--- src/hw/rtl/sha_pkg.sv ---
`timescale 1ns / 1ps
// ----------------------------------------------------------------------------
// SHA-256 hasher package
// Round constants, initial hash values and shared command/status types.
// ----------------------------------------------------------------------------
package sha_pkg;

  localparam logic [31:0] RoundK [64] = '{
    32'h428a2f98, 32'h71374491, 32'hb5c0fbcf, 32'he9b5dba5,
    32'h3956c25b, 32'h59f111f1, 32'h923f82a4, 32'hab1c5ed5,
    32'hd807aa98, 32'h12835b01, 32'h243185be, 32'h550c7dc3,
    32'h72be5d74, 32'h80deb1fe, 32'h9bdc06a7, 32'hc19bf174,
    32'he49b69c1, 32'hefbe4786, 32'h0fc19dc6, 32'h240ca1cc,
    32'h2de92c6f, 32'h4a7484aa, 32'h5cb0a9dc, 32'h76f988da,
    32'h983e5152, 32'ha831c66d, 32'hb00327c8, 32'hbf597fc7,
    32'hc6e00bf3, 32'hd5a79147, 32'h06ca6351, 32'h14292967,
    32'h27b70a85, 32'h2e1b2138, 32'h4d2c6dfc, 32'h53380d13,
    32'h650a7354, 32'h766a0abb, 32'h81c2c92e, 32'h92722c85,
    32'ha2bfe8a1, 32'ha81a664b, 32'hc24b8b70, 32'hc76c51a3,
    32'hd192e819, 32'hd6990624, 32'hf40e3585, 32'h106aa070,
    32'h19a4c116, 32'h1e376c08, 32'h2748774c, 32'h34b0bcb5,
    32'h391c0cb3, 32'h4ed8aa4a, 32'h5b9cca4f, 32'h682e6ff3,
    32'h748f82ee, 32'h78a5636f, 32'h84c87814, 32'h8cc70208,
    32'h90befffa, 32'ha4506ceb, 32'hbef9a3f7, 32'hc67178f2
  };

  localparam logic [31:0] InitHash [8] = '{
    32'h6a09e667, 32'hbb67ae85, 32'h3c6ef372, 32'ha54ff53a,
    32'h510e527f, 32'h9b05688c, 32'h1f83d9ab, 32'h5be0cd19
  };

  localparam logic [7:0] PadByte    = 8'h80;
  localparam logic [5:0] LenOffset  = 6'd56;
  localparam int unsigned NumRounds = 64;

  // Controller to datapath
  typedef struct packed {
    logic       put_byte;   // write put_data at fill position, advance fill
    logic [7:0] put_data;
    logic       add_len;    // add eight to the bit length
    logic       start;      // load working vars from chain value
    logic       round;      // run one round
    logic       finish;     // fold working vars into chain value
    logic       restart;    // back to initial hash, clear fill and bit length
  } dp_cmd_t;

  // Datapath to controller
  typedef struct packed {
    logic [5:0]  fill;
    logic [63:0] bit_len;
    logic        last_round;
  } dp_sts_t;

endpackage

--- src/hw/rtl/sha_datapath.sv ---
`timescale 1ns / 1ps
// ----------------------------------------------------------------------------
// SHA-256 datapath
// Block buffer, message schedule, one round per cycle, chaining value.
// ----------------------------------------------------------------------------
module sha_datapath (
  input  logic             clk_i,
  input  logic             rst_ni,
  input  sha_pkg::dp_cmd_t cmd_i,
  output sha_pkg::dp_sts_t sts_o,
  output logic [255:0]     chain_o
);
  import sha_pkg::*;

  logic [31:0] w_q [16];
  logic [31:0] v_q [8];
  logic [31:0] h_q [8];
  logic [5:0]  fill_q;
  logic [63:0] len_q;
  logic [5:0]  rnd_q;

  function automatic logic [31:0] rotr(input logic [31:0] x, input int unsigned s);
    rotr = (x >> s) | (x << (32 - s));
  endfunction

  logic [31:0] w2, w15, sg0, sg1, wt, s0, s1, chv, mj, t1, t2;
  logic [3:0]  ti;

  // Schedule word and round function
  always_comb begin
    ti  = rnd_q[3:0];
    w2  = w_q[4'(ti - 4'd2)];
    w15 = w_q[4'(ti - 4'd15)];
    sg1 = rotr(w2, 17) ^ rotr(w2, 19) ^ (w2 >> 10);
    sg0 = rotr(w15, 7) ^ rotr(w15, 18) ^ (w15 >> 3);
    if (!rnd_q[5] && !rnd_q[4]) begin
      wt = w_q[ti];
    end else begin
      wt = sg1 + w_q[4'(ti - 4'd7)] + sg0 + w_q[ti];
    end
    s1  = rotr(v_q[4], 6) ^ rotr(v_q[4], 11) ^ rotr(v_q[4], 25);
    chv = (v_q[4] & v_q[5]) ^ (~v_q[4] & v_q[6]);
    s0  = rotr(v_q[0], 2) ^ rotr(v_q[0], 13) ^ rotr(v_q[0], 22);
    mj  = (v_q[0] & v_q[1]) ^ (v_q[0] & v_q[2]) ^ (v_q[1] & v_q[2]);
    t1  = v_q[7] + s1 + chv + RoundK[rnd_q] + wt;
    t2  = s0 + mj;
  end

  // Block buffer and working variables (payload, no reset)
  always_ff @(posedge clk_i) begin
    if (cmd_i.put_byte) begin
      case (fill_q[1:0])
        2'd0:    w_q[fill_q[5:2]][31:24] <= cmd_i.put_data;
        2'd1:    w_q[fill_q[5:2]][23:16] <= cmd_i.put_data;
        2'd2:    w_q[fill_q[5:2]][15:8]  <= cmd_i.put_data;
        default: w_q[fill_q[5:2]][7:0]   <= cmd_i.put_data;
      endcase
    end
    if (cmd_i.start) begin
      for (int i = 0; i < 8; i++) v_q[i] <= h_q[i];
    end
    if (cmd_i.round) begin
      w_q[ti] <= wt;
      v_q[7] <= v_q[6];
      v_q[6] <= v_q[5];
      v_q[5] <= v_q[4];
      v_q[4] <= v_q[3] + t1;
      v_q[3] <= v_q[2];
      v_q[2] <= v_q[1];
      v_q[1] <= v_q[0];
      v_q[0] <= t1 + t2;
    end
  end

  // Chain value and counters
  always_ff @(posedge clk_i or negedge rst_ni) begin
    if (!rst_ni) begin
      for (int i = 0; i < 8; i++) h_q[i] <= InitHash[i];
      fill_q <= '0;
      len_q  <= '0;
      rnd_q  <= '0;
    end else begin
      if (cmd_i.put_byte) fill_q <= fill_q + 6'd1;
      if (cmd_i.add_len)  len_q  <= len_q + 64'd8;
      if (cmd_i.start)    rnd_q  <= '0;
      if (cmd_i.round)    rnd_q  <= rnd_q + 6'd1;
      if (cmd_i.finish) begin
        for (int i = 0; i < 8; i++) h_q[i] <= h_q[i] + v_q[i];
      end
      if (cmd_i.restart) begin
        for (int i = 0; i < 8; i++) h_q[i] <= InitHash[i];
        fill_q <= '0;
        len_q  <= '0;
      end
    end
  end

  assign sts_o.fill       = fill_q;
  assign sts_o.bit_len    = len_q;
  assign sts_o.last_round = (rnd_q == 6'(NumRounds - 1));
  assign chain_o = {h_q[0], h_q[1], h_q[2], h_q[3], h_q[4], h_q[5], h_q[6], h_q[7]};

endmodule

--- src/hw/rtl/sha_ctrl.sv ---
`timescale 1ns / 1ps
// ----------------------------------------------------------------------------
// SHA-256 controller
// Sequences byte intake, padding, compression and digest output.
// ----------------------------------------------------------------------------
module sha_ctrl (
  input  logic             clk_i,
  input  logic             rst_ni,
  input  logic             in_valid_i,
  output logic             in_ready_o,
  input  logic [7:0]       in_byte_i,
  input  logic             in_byte_valid_i,
  input  logic             in_last_i,
  output logic             out_valid_o,
  input  logic             out_ready_i,
  output logic [1:0]       out_index_o,
  output sha_pkg::dp_cmd_t cmd_o,
  input  sha_pkg::dp_sts_t sts_i
);
  import sha_pkg::*;

  localparam logic [2:0] StIdle  = 3'd0;
  localparam logic [2:0] StStart = 3'd1;
  localparam logic [2:0] StRound = 3'd2;
  localparam logic [2:0] StFold  = 3'd3;
  localparam logic [2:0] StPad   = 3'd4;
  localparam logic [2:0] StOut   = 3'd5;

  logic [2:0] state_q, state_d;
  logic       pad_q, pad_d;    // finishing a message
  logic       seen_q, seen_d;  // 0x80 already appended
  logic       wrap_q, wrap_d;  // 0x80 left no room for the length in this block
  logic [1:0] idx_q, idx_d;
  logic [2:0] lb;

  always_comb begin
    state_d = state_q;
    pad_d   = pad_q;
    seen_d  = seen_q;
    wrap_d  = wrap_q;
    idx_d   = idx_q;
    cmd_o   = '0;
    in_ready_o  = 1'b0;
    out_valid_o = 1'b0;
    lb = 3'(7 - 32'(sts_i.fill[2:0]));
    case (state_q)
      StIdle: begin
        in_ready_o = 1'b1;
        if (in_valid_i) begin
          cmd_o.put_byte = in_byte_valid_i;
          cmd_o.put_data = in_byte_i;
          cmd_o.add_len  = in_byte_valid_i;
          pad_d  = in_last_i;
          seen_d = 1'b0;
          wrap_d = 1'b0;
          if (in_byte_valid_i && sts_i.fill == 6'd63) state_d = StStart;
          else if (in_last_i) state_d = StPad;
        end
      end
      StStart: begin
        cmd_o.start = 1'b1;
        state_d = StRound;
      end
      StRound: begin
        cmd_o.round = 1'b1;
        if (sts_i.last_round) state_d = StFold;
      end
      StFold: begin
        cmd_o.finish = 1'b1;
        wrap_d = 1'b0;
        if (pad_q && seen_q && !wrap_q) begin
          idx_d = 2'd0;
          state_d = StOut;
        end else if (pad_q) state_d = StPad;
        else state_d = StIdle;
      end
      StPad: begin
        cmd_o.put_byte = 1'b1;
        seen_d = 1'b1;
        if (!seen_q) begin
          cmd_o.put_data = PadByte;
          wrap_d = (sts_i.fill >= LenOffset);
        end else if (sts_i.fill >= LenOffset && !wrap_q) begin
          cmd_o.put_data = sts_i.bit_len[8*lb +: 8];
        end else cmd_o.put_data = 8'h00;
        if (sts_i.fill == 6'd63) state_d = StStart;
      end
      StOut: begin
        out_valid_o = 1'b1;
        if (out_ready_i) begin
          idx_d = idx_q + 2'd1;
          if (idx_q == 2'd3) begin
            cmd_o.restart = 1'b1;
            state_d = StIdle;
          end
        end
      end
      default: state_d = StIdle;
    endcase
  end

  always_ff @(posedge clk_i or negedge rst_ni) begin
    if (!rst_ni) begin
      state_q <= StIdle;
      pad_q   <= 1'b0;
      seen_q  <= 1'b0;
      wrap_q  <= 1'b0;
      idx_q   <= '0;
    end else begin
      state_q <= state_d;
      pad_q   <= pad_d;
      seen_q  <= seen_d;
      wrap_q  <= wrap_d;
      idx_q   <= idx_d;
    end
  end

  assign out_index_o = idx_q;

endmodule

--- src/hw/rtl/sha256_byte_stream_hasher_unit.sv ---
`timescale 1ns / 1ps
// ----------------------------------------------------------------------------
// SHA-256 byte stream hasher
// Hashes a byte stream and emits the 256-bit digest as four 64-bit words.
// ----------------------------------------------------------------------------
// Input channel s_axis: one transfer per item; tdata holds the byte, tuser
// says whether the byte belongs to the message, tlast ends the message.
// Output channel m_axis: four transfers per message, H0/H1 first; tlast
// marks the fourth word, tuser carries its index.
// A byte that fills a 64-byte block is stored, the working variables
// are loaded, 64 rounds run on the single round unit doing one round
// per cycle, and the result is folded into the chaining value. The
// final item adds up to 72 padding bytes and one or two compressions,
// then the digest words, each held until taken. While the digest waits
// or rounds run, s_axis_tready is low. Reset returns the chaining value
// to the initial hash and clears the byte count and length.
// ----------------------------------------------------------------------------
module sha256_byte_stream_hasher_unit (
  input  logic        clk_i,
  input  logic        rst_ni,
  input  logic        s_axis_tvalid,
  output logic        s_axis_tready,
  input  logic [7:0]  s_axis_tdata,   // [7:0] data_byte
  input  logic        s_axis_tuser,   // [0] byte_valid
  input  logic        s_axis_tlast,   // last_item
  output logic        m_axis_tvalid,
  input  logic        m_axis_tready,
  output logic [63:0] m_axis_tdata,   // [63:0] digest_word
  output logic [1:0]  m_axis_tuser,   // [1:0] word_index
  output logic        m_axis_tlast    // last_word
);
  import sha_pkg::*;

  dp_cmd_t       cmd;
  dp_sts_t       sts;
  logic [255:0]  chain;
  logic [1:0]    idx;

  sha_ctrl u_ctrl (
    .clk_i, .rst_ni,
    .in_valid_i(s_axis_tvalid), .in_ready_o(s_axis_tready),
    .in_byte_i(s_axis_tdata), .in_byte_valid_i(s_axis_tuser),
    .in_last_i(s_axis_tlast),
    .out_valid_o(m_axis_tvalid), .out_ready_i(m_axis_tready),
    .out_index_o(idx), .cmd_o(cmd), .sts_i(sts)
  );

  sha_datapath u_dp (
    .clk_i, .rst_ni, .cmd_i(cmd), .sts_o(sts), .chain_o(chain)
  );

  // Select digest word, H0/H1 in the top of the chain vector
  assign m_axis_tdata = chain[255 - 64*idx -: 64];
  assign m_axis_tuser = idx;
  assign m_axis_tlast = (idx == 2'd3);

endmodule
--- config.mk ---
export PLATFORM = sky130hd
export DESIGN_NAME = sha256_byte_stream_hasher_unit
export DESIGN_NICKNAME = d
export VERILOG_FILES = /design/src/hw/rtl/sha_pkg.sv /design/src/hw/rtl/sha_datapath.sv /design/src/hw/rtl/sha_ctrl.sv /design/src/hw/rtl/sha256_byte_stream_hasher_unit.sv
export SDC_FILE = /design/constraint.sdc
export NUM_CORES = 2
export LEC_CHECK = 0
export BUFFER_PORTS_ARGS = -buffer_cell sky130_fd_sc_hd__buf_2
export CORE_UTILIZATION = 30
export DETAILED_ROUTE_END_ITERATION = 10
export PLACE_DENSITY = 0.5
export SYNTH_ARGS = -nofsm -noshare
export SYNTH_HDL_FRONTEND = slang
export SYNTH_HIERARCHICAL = 1
export SYNTH_SLANG_ARGS = --single-unit
--- constraint.sdc ---
create_clock -name clk_i -period 19.04 [get_ports clk_i]
set_input_delay 0.952 -clock clk_i [delete_from_list [all_inputs] [get_ports clk_i]]
set_output_delay 0.952 -clock clk_i [all_outputs]
set_load 0.03 [all_outputs]
==> run_results.csv <==
group,metric,value,unit
status,outcome,"finished, final reports clean",
timing,worst_slew_pin_slew,1460,ps
cts,ctsHtreeMaxLevel,4,
cells_and_area,fill_cells,28705,
logic_synthesis,synthCells,8045,
hold_path,worst_hold_path_type,"input port to asynchronous set/reset pin",
cells_and_area,mostFrequentLayoutCells,"a21oi_1 (929), edfxtp_1 (768), nor2_1 (605)",
cells_and_area,finish.utilization,33.7,%
cts,clk_path_buf_depth,4,
flow_run,cap_viol_max_count,0,
drt,via_per_inst,6.05,
timing,tns,0,ps
floorplan,start_util,30.2,%
cells_and_area,stdcell_area,97100,sq um
global_route,grt_pass1_vias,69568,
setup_path,cp-end-kind,"flip-flop",
setup_path,rr_endpoint,"u_dp/v_q[0][28]",
timing,maxSlewViolCount,0,
drt,drt-wirelength-per-cell,32.7,um
logic_synthesis,syn_area,87000,sq um
setup_path,crit_top_cell,"inv_1",
setup_path,crit_fanout,46,
floorplan,coreArea,288000,sq um
timing,fin_crit,16080,ps
setup_path,cp_slowest_stage_delay,1070,ps
placed_design,port_buffers,82,
cts,cts_resized,0,
setup_path,regToRegStartpoint,"u_dp/rnd_q[1]",
setup_path,worst_setup_path_start_kind,"flip-flop",
timing,fin_crit_sh,84.5,%
setup_path,r2r_slack,2960,ps
logic_synthesis,synth-async-reset-ratio,30.5,%
cts,worstSkewPairLatency,910,ps
setup_path,crit_type,"flip-flop to flip-flop",
logic_synthesis,ys.flop_type,"edfxtp_1",
drt,vias,71616,
cts,cts_root_buf,"clkbuf_16",
drt,drc,0,
timing,finalHoldViolCount,0,
placed_design,hpwlAfterDp,279,mm
logic_synthesis,seq_area_frac_synth,36.4,%
cts,clkTransAtPathRegs,60,ps
timing,fmax,0.0622,GHz
global_route,track_usage,25.7,%
floorplan,die_x,541,um
drt,drt_iter0_markers,8932,
drt,wl,388,mm
logic_synthesis,yosysWarnings,6,
logic_synthesis,synth_area_per_cell,10.8,sq um
setup_path,cp_slowest_cell,"ha_4",
setup_path,r2r_cells,53,
global_route,antenna_found_initial,31,
floorplan,dieHeight,541,um
floorplan,fp-row-count,197,
setup_path,worstPathArrival,16660,ps
logic_synthesis,yosys.cell_types.count,91,
cts,numCtsBuffers,150,
cts,cts_setup_buffers,0,
drt,firstDrtPassIters,8,
timing,setup_viol,0,
timing,fin_skew,134,ps
cells_and_area,nets,8568,
global_route,grt_max_degree,164,
cells_and_area,area_growth,11.6,%
logic_synthesis,synth_top_area_share,26.5,%
cts,clock_sinks,1105,
cts,tritoncts,"done",
cts,hold_buffers,0,
cells_and_area,mostFrequentLayoutCell,"a21oi_1",
placed_design,placed_cell_area,92200,sq um
global_route,grt_pass1_wl,535,mm
drt,postRouteAntennaNets,0,
cells_and_area,drive_above_1_share,19.8,%
timing,slew-limit-headroom,1.85,%
floorplan,die_area,292000,sq um
placed_design,gp_congestion,0.991,
floorplan,io_pins,83,
global_route,grt_overflow_total,0,
logic_synthesis,synth-seq-cells,1105,
logic_synthesis,synth_edf_count,768,
logic_synthesis,synth_area_leaders,"edfxtp_1 (27%), mux4_2 (13%), ha_1 (5.9%), dfrtp_1 (5.8%), a21oi_1 (5.4%)",
setup_path,worstPathRequired,19620,ps
timing,rsz0062_at_grt,"no",
logic_synthesis,yosysTopAreaCell,"edfxtp_1",
==> cell families (layout without fill, tap and decap cells) <==
kind of cell	after synthesis	after routing	synth area share (%)
adder cells (fa/ha/maj)	629	629	10.7
flip-flops	1105	1105	36.4
buffers and inverters	935	939	4.28
other	1	17	0.00431
multiplexers	985	985	19.0
AND/OR/NAND/NOR	1640	1640	8.74
AO/OA/AOI/OAI	2148	2148	14.8
XOR/XNOR	602	602	6.11
==> state kept, by name (all words and copies together), names as in the netlist <==
register and cells:
u_ctrl/state_q 3, u_ctrl/seen_q 1, u_dp/chain_o 256, u_dp/len_q 61
u_dp/fill_q 6, u_ctrl/out_index_o 2, u_ctrl/wrap_q 1, u_dp/w_q 512
u_dp/rnd_q 6, u_dp/v_q 256, u_ctrl/pad_q 1
==> worst max-delay path by stage <==
stage / cells past startpoint / slack, ps / to / startpoint
CTS: 55 / 3100 / u_dp/v_q[0][28] / u_dp/rnd_q[1]
floorplan: 62 / 4770 / u_dp/v_q[0][28] / u_dp/rnd_q[2]
finish: 53 / 2960 / u_dp/v_q[0][28] / u_dp/rnd_q[1]
global placement: 53 / 2990 / u_dp/v_q[0][28] / u_dp/rnd_q[1]
global route: 52 / 2230 / u_dp/v_q[0][30] / u_dp/rnd_q[0]
detailed placement: 53 / 3200 / u_dp/v_q[0][28] / u_dp/rnd_q[1]
==> cell type report <==
| cell class | count | area (sq um) | area share (%) |
|---|---|---|---|
| clock buffers | 193 | 4090 | 4.21 |
| inverters | 393 | 1500 | 1.54 |
| diodes | 14 | 35.0 | 0.0361 |
| flip-flops and latches | 1105 | 31700 | 32.6 |
| repair buffers | 287 | 2030 | 2.10 |
| clock inverters | 66 | 757 | 0.780 |
| multi-input cells | 6007 | 52300 | 53.8 |
| well taps | 3781 | 4730 | 4.87 |
==> synth_stat cells, types with 65 or more instances <==
cell type  instances
a21o_1           180
a21oi_1          936
buf_1             68
clkbuf_1         392
dfrtp_1          201
dfstp_2          136
edfxtp_1         768
fa_1             197
ha_1             413
inv_1            391
mux2_2           267
mux2i_1          212
mux4_2           501
nand2_1          378
nand2b_1          65
nand3_1          136
nor2_1           627
nor2b_1           80
nor3_1            83
o21ai_0          453
o21bai_1          66
xnor2_1          420
xor2_1           178
==> metrics by stage <==
| step | std cells | hold WS, ps | setup slack, ps |
|---|---|---|---|
| after CTS | 11832 | 190 | 3100 |
| after floorplan | 8047 | 479 | 4770 |
| final | 11846 | 178 | 2960 |
| after global routing | 11833 | 228 | 2230 |
| after global placement | 11573 | 511 | 2990 |
| after detailed placement | 11573 | 513 | 3200 |
==> worst max-delay path: cells and delay by family (launching register included) <==
| family | cells | cell delay, ps |
|---|---|---|
| XOR/XNOR | 5 | 890 |
| AND/OR/NAND/NOR | 11 | 2150 |
| buffers and inverters | 9 | 1810 |
| adder cells (fa/ha/maj) | 10 | 5030 |
| flip-flops | 1 | 780 |
| multiplexers | 4 | 2210 |
| AO/OA/AOI/OAI | 14 | 2880 |
==> layer usage <==
metal  up-vias  track usage, %  share of wire [%]
met2      4297            39.9                 45
met3       975            6.48                9.9
met1     36448            32.7                 39
met4        26            13.8                6.2
met5         -               0              0.042
li1      29870               -                  -
Power is not shown: default switching activity piles up to over one toggle a cycle in this logic, so the estimate is an artifact.
